<file path="config.mk">
export PLATFORM = sky130hd
export DESIGN_NAME = ipv4_prefix_string_checker_top_flat
export DESIGN_NICKNAME = d
export VERILOG_FILES = /design/src/design/ipv4pc_pkg.sv /design/src/design/ipv4pc_char_if.sv /design/src/design/ipv4pc_result_if.sv /design/src/design/ipv4_prefix_string_checker_top.sv /design/src/design/ipv4pc_scan.sv /design/src/design/ipv4pc_verdict.sv /design/src/flat_wrapper.sv
export SDC_FILE = /design/constraint.sdc
export NUM_CORES = 1
export LEC_CHECK = 0
export BUFFER_PORTS_ARGS = -buffer_cell sky130_fd_sc_hd__buf_2
export CAP_MARGIN = 30
export CORE_MARGIN = 4
export CORE_UTILIZATION = 50
export DETAILED_ROUTE_END_ITERATION = 6
export MAX_ROUTING_LAYER = met4
export PLACE_DENSITY = 0.78
export SETUP_SLACK_MARGIN = 0.5
export SLEW_MARGIN = 0
export SYNTH_ARGS = -nofsm -noshare
export SYNTH_HDL_FRONTEND = slang
export SYNTH_SLANG_ARGS = --single-unit
</file>
<file path="constraint.sdc">
create_clock -name clk -period 3.1 [get_ports clk]
set_input_delay 0.155 -clock clk [delete_from_list [all_inputs] [get_ports clk]]
set_output_delay 0.155 -clock clk [all_outputs]
set_load 0.005 [all_outputs]
</file>
<file path="src/design/ipv4pc_pkg.sv">
// ----------------------------------------------------------------------------
// ipv4pc_pkg
// Shared types, character codes and limits for the IPv4 prefix string checker.
// ----------------------------------------------------------------------------
package ipv4pc_pkg;

  // Result codes, in order of the verdict table
  typedef enum logic [3:0] {
    RC_OK        = 4'd0,
    RC_EMPTY     = 4'd1,
    RC_LENGTH    = 4'd2,
    RC_NOT_DIGIT = 4'd3,
    RC_COLON     = 4'd4,
    RC_TWO_SLASH = 4'd5,
    RC_BAD_ADDR  = 4'd6,
    RC_NO_PREFIX = 4'd7,
    RC_PFX_RANGE = 4'd8
  } result_code_t;

  // Prefix reader phase (atoi style)
  typedef enum logic [3:0] {
    PH_SPACE  = 4'b0001,
    PH_SIGN   = 4'b0010,
    PH_DIGITS = 4'b0100,
    PH_STOP   = 4'b1000
  } prefix_phase_t;

  localparam logic [7:0] CHAR_ZERO  = 8'h30;
  localparam logic [7:0] CHAR_NINE  = 8'h39;
  localparam logic [7:0] CHAR_COLON = 8'h3A;
  localparam logic [7:0] CHAR_SLASH = 8'h2F;
  localparam logic [7:0] CHAR_DOT   = 8'h2E;
  localparam logic [7:0] CHAR_PLUS  = 8'h2B;
  localparam logic [7:0] CHAR_MINUS = 8'h2D;
  localparam logic [7:0] CHAR_SPACE = 8'h20;
  localparam logic [7:0] CHAR_TAB   = 8'h09;
  localparam logic [7:0] CHAR_CR    = 8'h0D;

  localparam int LEN_MIN     = 9;
  localparam int LEN_MAX     = 21;
  localparam int CNT_SAT     = 22;
  localparam int PFX_LEN_SAT = 31;
  localparam int PFX_MAX     = 32;
  localparam int PFX_SAT     = 33;
  localparam int OCTET_MAX   = 255;
  localparam int DOTS_FULL   = 3;

  typedef struct packed {
    logic [4:0]    char_count;
    result_code_t  first_error;
    logic          slash_seen;
    logic [7:0]    octet_value;
    logic [2:0]    octet_count;
    logic          digit_seen;
    logic          address_bad;
    logic [4:0]    prefix_chars;
    prefix_phase_t prefix_phase;
    logic          prefix_negative;
    logic [5:0]    prefix_magnitude;
  } scan_state_t;

  // Idle scan state, between strings and after reset
  localparam scan_state_t SCAN_IDLE = '{
    char_count:       5'd0,
    first_error:      RC_OK,
    slash_seen:       1'b0,
    octet_value:      8'd0,
    octet_count:      3'd0,
    digit_seen:       1'b0,
    address_bad:      1'b0,
    prefix_chars:     5'd0,
    prefix_phase:     PH_SPACE,
    prefix_negative:  1'b0,
    prefix_magnitude: 6'd0
  };

  function automatic logic is_digit(input logic [7:0] c);
    return (c >= CHAR_ZERO) && (c <= CHAR_NINE);
  endfunction

  function automatic logic is_space(input logic [7:0] c);
    return (c == CHAR_SPACE) || ((c >= CHAR_TAB) && (c <= CHAR_CR));
  endfunction

endpackage

</file>
<file path="src/design/ipv4pc_char_if.sv">
// ----------------------------------------------------------------------------
// ipv4pc_char_if
// Character channel: one string byte per transfer, end mark on the NUL item.
// ----------------------------------------------------------------------------
interface ipv4pc_char_if;
  logic       valid;
  logic       ready;
  logic [7:0] char_byte;
  logic       end_of_string;

  modport source (output valid, output char_byte, output end_of_string, input ready);
  modport sink   (input valid, input char_byte, input end_of_string, output ready);
endinterface

</file>
<file path="src/design/ipv4pc_result_if.sv">
// ----------------------------------------------------------------------------
// ipv4pc_result_if
// Result channel: one verdict code per string.
// ----------------------------------------------------------------------------
interface ipv4pc_result_if;
  logic       valid;
  logic       ready;
  logic [3:0] result_code;

  modport source (output valid, output result_code, input ready);
  modport sink   (input valid, input result_code, output ready);
endinterface

</file>
<file path="src/design/ipv4_prefix_string_checker_top.sv">
// ----------------------------------------------------------------------------
// ipv4_prefix_string_checker_top
// Validates "a.b.c.d/p" strings streamed one byte per transfer.
// ----------------------------------------------------------------------------
//
//  channel  | dir | payload                        | transfers
//  ---------+-----+--------------------------------+---------------------------
//  chars    | in  | char_byte[7:0], end_of_string  | one per character + end
//  results  | out | result_code[3:0]               | one per end-marked item
//
//  Every character transfer updates the scan registers in the same cycle,
//  so a character is taken each clock while chars.ready is high; the scan state
//  is held in a single register stage.
//  The end-marked item loads the verdict into the result register, which
//  shows it from the next cycle, and clears the scan state for the next string.
//  chars.ready is low only during rst, or while a result is held and results.ready is low.
//  rst is synchronous, active high; it clears the scan state and the result
//  valid flag, and holds chars.ready low.
//
module ipv4_prefix_string_checker_top (
  input logic              clk,
  input logic              rst,
  ipv4pc_char_if.sink      chars,
  ipv4pc_result_if.source  results
);
  import ipv4pc_pkg::*;

  scan_state_t  scan_state;
  result_code_t verdict;
  result_code_t code;
  logic         out_valid;
  logic         in_fire;
  logic         take_char;
  logic         take_end;

  // Result register frees as it is read, so no bubble between strings
  assign chars.ready = !rst && (!out_valid || results.ready);
  assign in_fire     = chars.valid && chars.ready;
  assign take_char   = in_fire && !chars.end_of_string;
  assign take_end    = in_fire && chars.end_of_string;

  ipv4pc_scan u_scan (
    .clk       (clk),
    .rst       (rst),
    .take      (take_char),
    .clear     (take_end),
    .char_byte (chars.char_byte),
    .state     (scan_state)
  );

  // Verdict reads the state before the end item clears it
  ipv4pc_verdict u_verdict (
    .state (scan_state),
    .code  (verdict)
  );

  always_ff @(posedge clk) begin
    if (rst) begin
      out_valid <= 1'b0;
    end else if (take_end) begin
      out_valid <= 1'b1;
    end else if (results.ready) begin
      out_valid <= 1'b0;
    end
  end

  // payload only, no reset
  always_ff @(posedge clk) begin
    if (take_end) begin
      code <= verdict;
    end
  end

  assign results.valid       = out_valid;
  assign results.result_code = 4'(code);

`ifndef SYNTHESIS
  // End-marked transfer always produces a result next cycle
  a_end_gives_result: assert property (@(posedge clk) disable iff (rst)
    (chars.valid && chars.ready && chars.end_of_string) |=> results.valid)
    else $error("end of string did not raise a result");

  // A new result only ever follows an end-marked transfer
  a_result_from_end: assert property (@(posedge clk) disable iff (rst)
    $rose(results.valid) |-> $past(chars.valid && chars.ready && chars.end_of_string))
    else $error("result raised without an end of string");

  // Scan state is cleared for the next string
  a_state_cleared: assert property (@(posedge clk) disable iff (rst)
    (chars.valid && chars.ready && chars.end_of_string) |=>
      (scan_state.char_count == 5'd0 && !scan_state.slash_seen &&
       scan_state.first_error == RC_OK))
    else $error("scan state not cleared after end of string");
`endif

endmodule

</file>
<file path="src/design/ipv4pc_scan.sv">
// ----------------------------------------------------------------------------
// ipv4pc_scan
// Per-character scan state: length, scan errors, address and prefix parsers.
// ----------------------------------------------------------------------------
module ipv4pc_scan (
  input  logic                     clk,
  input  logic                     rst,
  input  logic                     take,
  input  logic                     clear,
  input  logic [7:0]               char_byte,
  output ipv4pc_pkg::scan_state_t  state
);
  import ipv4pc_pkg::*;

  scan_state_t state_next;
  logic [3:0]  digit_val;
  logic        c_digit;
  logic [11:0] octet_prod;
  logic [8:0]  mag_prod;

  assign c_digit    = is_digit(char_byte);
  assign digit_val  = char_byte[3:0];
  assign octet_prod = 12'(state.octet_value) * 12'd10 + 12'(digit_val);
  assign mag_prod   = 9'(state.prefix_magnitude) * 9'd10 + 9'(digit_val);

  always_comb begin
    state_next = state;
    if (clear) begin
      state_next = '0;
      state_next.first_error  = RC_OK;
      state_next.prefix_phase = PH_SPACE;
    end else if (take) begin
      // first scan error wins
      if (state.first_error == RC_OK) begin
        if (state.char_count == 5'd0 && !c_digit) begin
          state_next.first_error = RC_NOT_DIGIT;
        end else if (char_byte == CHAR_COLON) begin
          state_next.first_error = RC_COLON;
        end else if (char_byte == CHAR_SLASH && state.slash_seen) begin
          state_next.first_error = RC_TWO_SLASH;
        end
      end

      if (char_byte == CHAR_SLASH) begin
        if (!state.slash_seen) begin
          if (!state.digit_seen || state.octet_count != 3'(DOTS_FULL)) begin
            state_next.address_bad = 1'b1;
          end
          state_next.slash_seen = 1'b1;
        end
      end else if (state.slash_seen) begin
        if (state.prefix_chars < 5'(PFX_LEN_SAT)) begin
          state_next.prefix_chars = state.prefix_chars + 5'd1;
        end
        if (state.prefix_phase == PH_SPACE && is_space(char_byte)) begin
          // leading whitespace skipped
        end else if (state.prefix_phase == PH_SPACE &&
                     (char_byte == CHAR_PLUS || char_byte == CHAR_MINUS)) begin
          state_next.prefix_negative = (char_byte == CHAR_MINUS);
          state_next.prefix_phase    = PH_SIGN;
        end else if (state.prefix_phase != PH_STOP) begin
          if (c_digit) begin
            state_next.prefix_magnitude = (mag_prod > 9'(PFX_SAT)) ? 6'(PFX_SAT)
                                                                  : mag_prod[5:0];
            state_next.prefix_phase = PH_DIGITS;
          end else begin
            state_next.prefix_phase = PH_STOP;
          end
        end
      end else begin
        if (c_digit) begin
          if ((state.digit_seen && state.octet_value == 8'd0) ||
              octet_prod > 12'(OCTET_MAX)) begin
            state_next.address_bad = 1'b1;
          end else begin
            state_next.octet_value = octet_prod[7:0];
            state_next.digit_seen  = 1'b1;
          end
        end else if (char_byte == CHAR_DOT) begin
          if (!state.digit_seen || state.octet_count >= 3'(DOTS_FULL)) begin
            state_next.address_bad = 1'b1;
          end else begin
            state_next.octet_count = state.octet_count + 3'd1;
            state_next.digit_seen  = 1'b0;
            state_next.octet_value = 8'd0;
          end
        end else begin
          state_next.address_bad = 1'b1;
        end
      end

      if (state.char_count < 5'(CNT_SAT)) begin
        state_next.char_count = state.char_count + 5'd1;
      end
    end
  end

  always_ff @(posedge clk) begin
    if (rst) begin
      state <= SCAN_IDLE;
    end else begin
      state <= state_next;
    end
  end

endmodule

</file>
<file path="src/design/ipv4pc_verdict.sv">
// ----------------------------------------------------------------------------
// ipv4pc_verdict
// Turns the scan state at the end mark into one result code, by precedence.
// ----------------------------------------------------------------------------
module ipv4pc_verdict (
  input  ipv4pc_pkg::scan_state_t  state,
  output ipv4pc_pkg::result_code_t code
);
  import ipv4pc_pkg::*;

  logic addr_bad;
  logic pfx_out;

  // address still open when no slash came: close it here
  assign addr_bad = state.address_bad |
                    (!state.slash_seen &
                     (!state.digit_seen | (state.octet_count != 3'(DOTS_FULL))));

  assign pfx_out = (state.prefix_negative && state.prefix_magnitude != 6'd0) ||
                   (state.prefix_magnitude > 6'(PFX_MAX));

  always_comb begin
    if (state.char_count == 5'd0) begin
      code = RC_EMPTY;
    end else if (state.char_count < 5'(LEN_MIN) || state.char_count > 5'(LEN_MAX)) begin
      code = RC_LENGTH;
    end else if (state.first_error != RC_OK) begin
      code = state.first_error;
    end else if (addr_bad) begin
      code = RC_BAD_ADDR;
    end else if (!state.slash_seen || state.prefix_chars == 5'd0) begin
      code = RC_NO_PREFIX;
    end else if (pfx_out) begin
      code = RC_PFX_RANGE;
    end else begin
      code = RC_OK;
    end
  end

endmodule

</file>
<file path="src/flat_wrapper.sv">
// flat-port wrapper written by rule: the top's interface ports become plain ports
module ipv4_prefix_string_checker_top_flat import ipv4pc_pkg::*;
  (clk, rst, chars_valid, chars_char_byte, chars_end_of_string, chars_ready, results_valid, results_result_code, results_ready);
  ipv4pc_char_if chars_i ();
  ipv4pc_result_if results_i ();
  input logic clk;
  input logic rst;
  input wire logic [$bits(chars_i.valid)-1:0] chars_valid;
  input wire logic [$bits(chars_i.char_byte)-1:0] chars_char_byte;
  input wire logic [$bits(chars_i.end_of_string)-1:0] chars_end_of_string;
  output wire logic [$bits(chars_i.ready)-1:0] chars_ready;
  output wire logic [$bits(results_i.valid)-1:0] results_valid;
  output wire logic [$bits(results_i.result_code)-1:0] results_result_code;
  input wire logic [$bits(results_i.ready)-1:0] results_ready;
  assign chars_i.valid = chars_valid;
  assign chars_i.char_byte = chars_char_byte;
  assign chars_i.end_of_string = chars_end_of_string;
  assign chars_ready = chars_i.ready;
  assign results_valid = results_i.valid;
  assign results_result_code = results_i.result_code;
  assign results_i.ready = results_ready;
  ipv4_prefix_string_checker_top u_core (.clk(clk), .rst(rst), .chars(chars_i), .results(results_i));
endmodule
</file>
== Yosys cells after proc, flatten, opt, wreduce, memory -nomap -nowiden ==
Cells that the tools add are included.

* Output and inout port bits: 6
* Input bits: 13
* Register bits: 44
* Logic and storage cells: 132

* Multipliers: 2
* Equality and inequality tests: 14
* Multiplexer cells: 27
* Reductions and logical operators: 49
* Add/subtract/negate cells: 5
* Magnitude comparators: 12
* Bitwise logic cells: 9

{| class="wikitable"
|+ Operators with widths
! operator !! count
|-
| 8-bit by 6-bit equality test with 1-bit output, second input constant || 6
|-
| 4-bit two-way mux || 10
|-
| 12-bit two-way mux || 2
|-
| 8-bit two-way mux || 2
|-
| 5-bit AND reduction || 3
|-
| 12-bit by 4-bit adder with 12-bit output || 1
|-
| 12-bit by 8-bit > comparator with 1-bit output, second input constant || 1
|-
| 1-bit logical AND || 12
|-
| 6-bit AND reduction || 2
|-
| 8-bit by 3-bit multiplier with 11-bit output, second input constant || 1
|-
| 5-bit by 1-bit adder with 5-bit output, second input constant || 2
|-
| 5-bit zero test || 2
|-
| 5-bit less-than comparator, second input constant || 2
|-
| 1-bit two-way mux || 10
|-
| 9-bit by 4-bit adder with 9-bit output || 1
|-
| 9-bit by 6-bit > comparator with 1-bit output, second input constant || 1
|-
| 1-bit logical OR || 9
|-
| 8-bit by 4-bit greater-or-equal comparator with 1-bit output, second input constant || 1
|-
| 8-bit by 6-bit greater-or-equal comparator with 1-bit output, second input constant || 1
|-
| 8-bit by 4-bit <= comparator with 1-bit output, second input constant || 1
|-
| 8-bit by 6-bit <= comparator with 1-bit output, second input constant || 1
|-
| 8-bit zero test || 1
|-
| 6-bit by 3-bit multiplier with 8-bit output, second input constant || 1
|-
| 7-bit AND reduction || 1
|-
| 27 further kinds || 44
|}

== Longest topological paths before layout ==
* Depth after elaboration: 8
* Depth in mapped cells: 12
* Gate-level depth less buffers: 11

== Cells and area by module ==
From an unflattened synthesis, not the netlist that was laid out.

* Cells, all modules: 322
* Area total of the unflattened synthesis: 2974.1 µm²

{| class="wikitable"
|+ By module, submodules not included
! module !! instances !! seq. area each (µm²) !! area each (µm²) !! cells an instance
|-
| ipv4pc_scan || 1 || 760.7 || 2625.0 || 287
|-
| ipv4_prefix_string_checker_top || 1 || 140.1 || 192.7 || 12
|-
| ipv4pc_verdict || 1 || 0.0 || 156.4 || 23
|}

== Worst setup path after synthesis ==
No wires, ideal clock.

* Path kind: flip-flop to flip-flop
* Start: register, netlist name u_core.u_scan.state[22]
* End: register, netlist name u_core.u_scan.state[22]
* Arrival time: 2640 ps
* Path buffers: 1
* Stages on the path, launching flop included: 12
* Period minus slack after synthesis: 2759 ps
* Path slack: 341 ps
* Required time: 2982 ps
* Library setup time: 118 ps
* Cells stage by stage: dfxtp_1 ha_1 ha_1 inv_1 fa_1 nand3b_1 nor4_1 nand3_1 a211o_1 and2_4 buf_6 mux2i_1

* Cells in the longest elaborated chain, start to end: 6
* Elaborated cells between the ends (all ways): 8
* Those cells by class: add/sub (1); mul (1); order compare (1); eq/ne (1); reduce/logical (4)

{| class="wikitable"
|+ RTL lines
! what !! line !! text
|-
| 8-bit by 3-bit multiplier with 11-bit output || ipv4pc_scan.sv:23 || <nowiki>assign octet_prod = 12'(state.octet_value) * 12'd10 + 12'(digit_val);</nowiki>
|-
| 12-bit by 4-bit adder with 12-bit output || ipv4pc_scan.sv:23 ||
|-
| 12-bit by 8-bit > comparator with 1-bit output || ipv4pc_scan.sv:73 || <nowiki>octet_prod > 12'(OCTET_MAX)) begin</nowiki>
|-
| 1-bit logical OR * || ipv4pc_scan.sv:72 || <nowiki>if ((state.digit_seen && state.octet_value == 8'd0) ||</nowiki>
|-
| 2-bit inequality test (no line) * || n/a ||
|-
| 6-bit AND reduction (no line) * || n/a ||
|}

Every way passes the cells marked *; elsewhere a longest branch is shown, timed or not.
A chain may end at the register's enable or synchronous reset.

== Worst setup path in the final report ==
* Start: register, netlist name u_core.u_scan.state[24]
* End: register, netlist name u_core.u_scan.state[24]

* Cells in the longest elaborated chain, start to end: 6
* Elaborated cells between the ends (all ways): 8
* Those cells by class: add/sub (1); mul (1); order compare (1); eq/ne (1); reduce/logical (4)

{| class="wikitable"
|+ RTL lines
! what !! line
|-
| 8-bit by 3-bit multiplier with 11-bit output || ipv4pc_scan.sv:23
|-
| 12-bit by 4-bit adder with 12-bit output || ipv4pc_scan.sv:23
|-
| 12-bit by 8-bit > comparator with 1-bit output || ipv4pc_scan.sv:73
|-
| 1-bit logical OR * || ipv4pc_scan.sv:72
|-
| 2-bit inequality test (no line) * || n/a
|-
| 6-bit AND reduction (no line) * || n/a
|}

Marks and branches as above.

==> impl_metrics.tcl <==
set metrics [dict create \
    slew_headroom_pct 63.8 \
    worstPathCellList "buf_4 -> ha_4 -> ha_4 -> nand3_1 -> and3_4 -> nor4_4 -> nand3_2 -> a211o_1 -> and2_4 -> mux2i_1" \
    grt_use_total_pct 19.0 \
    drtAntennaViolNets 0 \
    startpoint "u_core.u_scan.state[24]$_SDFFE_PP0P_" \
    clock_skew_ns 0.00944 \
    met1_usage_pct 23.3 \
    tightest_slew_ns 0.541 \
    cts_htree_levels 2 \
    static-leakage-power_nw 1.53 \
    status "complete, no violations" \
    final_nets 421 \
    synth_edf_count 4 \
    synth_top_area_share_pct 26.6 \
    r2r_start "u_core.u_scan.state[24]$_SDFFE_PP0P_" \
    num_antenna_cells 0 \
    fp.dieH_um 84.6 \
    post_synth.cell_area_avg_um2 8.74 \
    port_buffers 18 \
    wl_per_cell_um 15.4 \
    startpoint_type "flop" \
    crit_fanout 7 \
    dr.first_iter.drc_count 92 \
    powerDensity_nw_per_um2 304 \
    die_area_um2 7160 \
    antenna_found_initial 0 \
    syn_nets 386 \
    layout_worst_path_cycle_share_pct 83.5 \
    min-delay-start "rst" \
    yosys_warnings 0 \
    ctsHoldBuffers 0 \
    seq_area_frac_synth_pct 30.7 \
    max_cap_violations 0 \
    pre_cts_ws_ns 0.383 \
    clkLatencyLatePin_ns 0.30 \
    syn_area_um2 2940 \
    crit_type "flop to flop" \
    max-clock-path-buffers 2 \
    dr.pass1.iters 4 \
    setup_tns_ns 0 \
    dpl.hpwl_um 4730 \
    synth-seq-cells 43 \
    synth_ff_type "dfxtp_1" \
    cts_made_buffers 5 \
    gr-total-overflow 0 \
    path_clk_slew_ns 0.08 \
    grt_pass1_wl_um 11100 \
    synth.distinct_cells 52 \
    num_rows 27 \
    final_area_um2 3530 \
    cts_sinks 43 \
    maxSlewViolCount 0 \
    place_area_um2 3130 \
    cts_tree "built" \
    ios 19 \
    clock.fmax_mhz 387 \
    crit_arrival_ns 2.77 \
    start_util_pct 52.4 \
    synth.area.top_cells "dfxtp_1 (27%), ha_1 (14%), nor2_1 (5.0%), nand2_1 (4.2%), mux2i_1 (4.1%)" \
    gp_congestion 0.837 \
    finalWorstSetupSlack_ns 0.513 \
    rsz0062_at_grt "yes" \
    grtUsageMet3_pct 2.85 \
    die_w_um 84.6 \
    setup_viol 0 \
    cts-root-buf "clkbuf_8" \
    async_flop_share_pct 0 \
    hold_path_class "input pin to flop" \
    drive_gt1_share_pct 21.5 \
    cp_slowest_stage_delay_ns 0.35 \
    syn_to_final_growth_pct 20.1 \
    vias 2517 \
    yosysTopAreaCell "dfxtp_1" \
    hold_viol 0 \
    gr-usage-met2_pct 31.7 \
    peakVddDrop_mv 0.176 \
    via_per_inst 5.67 \
    drt-total-wl_um 6850 \
    final_core_util_pct 62.9 \
    hold_ws_ns 0.0974 \
    num-fill-cells 463 \
    crit_slowest_cell "dfxtp_2" \
    cp-end-kind "flop" \
    coreArea_um2 5610 \
    busiest_layer "met2" \
    period_minus_slack_ns 2.59 \
    grt_max_degree 26 \
    critPathMostFrequentCell "ha_4" \
    drc_errors 0 \
    required_ns 3.28 \
    grt_pass1_vias 2476 \
    syn_inst 336 \
]
logic make-up after synthesis:
group	synth area share, %
compound gates	12.4
xor+xnor	6.26
flops	30.7
simple gates	26.1
mux	4.09
fa+ha+maj	17.1
buf+inv	3.32
final timing paths:
path | cells past startpoint | endpoint | slack, ns
max | 10 | u_core.u_scan.state[24]$_SDFFE_PP0P_ | 0.51
min | 2 | u_core.results.valid$_SDFFE_PP0P_ | 0.1
max reg2reg | 10 | u_core.u_scan.state[24]$_SDFFE_PP0P_ | 0.51
min reg2reg | 2 | u_core.u_scan.state[6]$_SDFFE_PP0P_ | 0.45
metrics by stage:
step                      std cells  total power [mW]
after global placement          423             0.656
after CTS                       441              1.07
after global routing            444              1.10
final                           444              1.07
after detailed placement        423             0.657
after floorplan                 336             0.624
metal layers:
metal,up-vias,part of all wire (%)
met5,-,0
met3,12,3.0
met4,0,1.8
li1,1266,-
met1,1189,46
met2,50,50
synth_stat cells, types with 2 or more instances:
cell,instances
a211o_1,2
a21o_1,7
a21oi_1,19
a221oi_1,2
a31oi_1,2
a32o_1,3
a41oi_1,2
and2_1,2
and3_1,8
and3b_1,2
clkbuf_1,4
dfxtp_1,39
edfxtp_1,4
fa_1,4
ha_1,33
inv_1,18
mux2i_1,12
nand2_1,33
nand2b_1,8
nand3_1,9
nand3b_1,4
nand4_1,5
nor2_1,39
nor2b_1,4
nor3_1,9
nor3b_1,4
nor4_1,4
nor4b_1,4
o21ai_0,5
o21ai_1,3
or3_1,2
xnor2_1,10
xor2_1,11
critical path: cells and delay by family, from the launching register on:
| family | cells | cell delay [ns] |
|---|---|---|
| flip-flops | 1 | 0.35 |
| multiplexers | 1 | 0.13 |
| AO/OA/AOI/OAI | 1 | 0.30 |
| adder cells (fa/ha/maj) | 2 | 0.55 |
| AND/OR/NAND/NOR | 5 | 0.98 |
| buffers and inverters | 1 | 0.15 |
timing repair:
action	CTS	global route
pin swaps	7	16
endpoints found under the setup margin	12	15
resized for setup	14	26
gates cloned	0	0
setup buffers	10	3
cells in the final DEF (no fill, tap or decap), types with 5 or more instances in the layout:
cell	count
inv_1	17
nand2b_1	7
nand2_1	33
mux2i_1	12
xor2_1	11
and3_1	7
dfxtp_1	32
nand4_1	5
clkbuf_8	5
a21oi_1	16
xnor2_1	8
nand3_1	8
nor3_1	9
buf_4	11
buf_2	18
nor2_1	39
a21o_1	7
ha_1	27
ha_4	6
area by class of cell:
cell class	count	area [um^2]	share of cell area, %
clock buffer	5	68.8	1.95
clock inverter	3	38.8	1.10
inverter	19	71.3	2.02
multi-input combinational	269	2120	60.2
sequential	43	917	26.0
tap	72	90.1	2.55
timing repair buffer	33	218	6.17
where the power goes:
group,internal (mW),switching (mW)
clock network,0.236,0.194
logic,0.0296,0.0491
registers,0.562,0.00396
flip-flops by register name, indices dropped and copies added, names as in the netlist:
| signal | flops |
|---|---|
| u_core.results.valid | 1 |
| u_core.results.result_code | 4 |
| u_core.u_scan.state | 38 |
No activity file was read; power rests on OpenSTA's default activity.
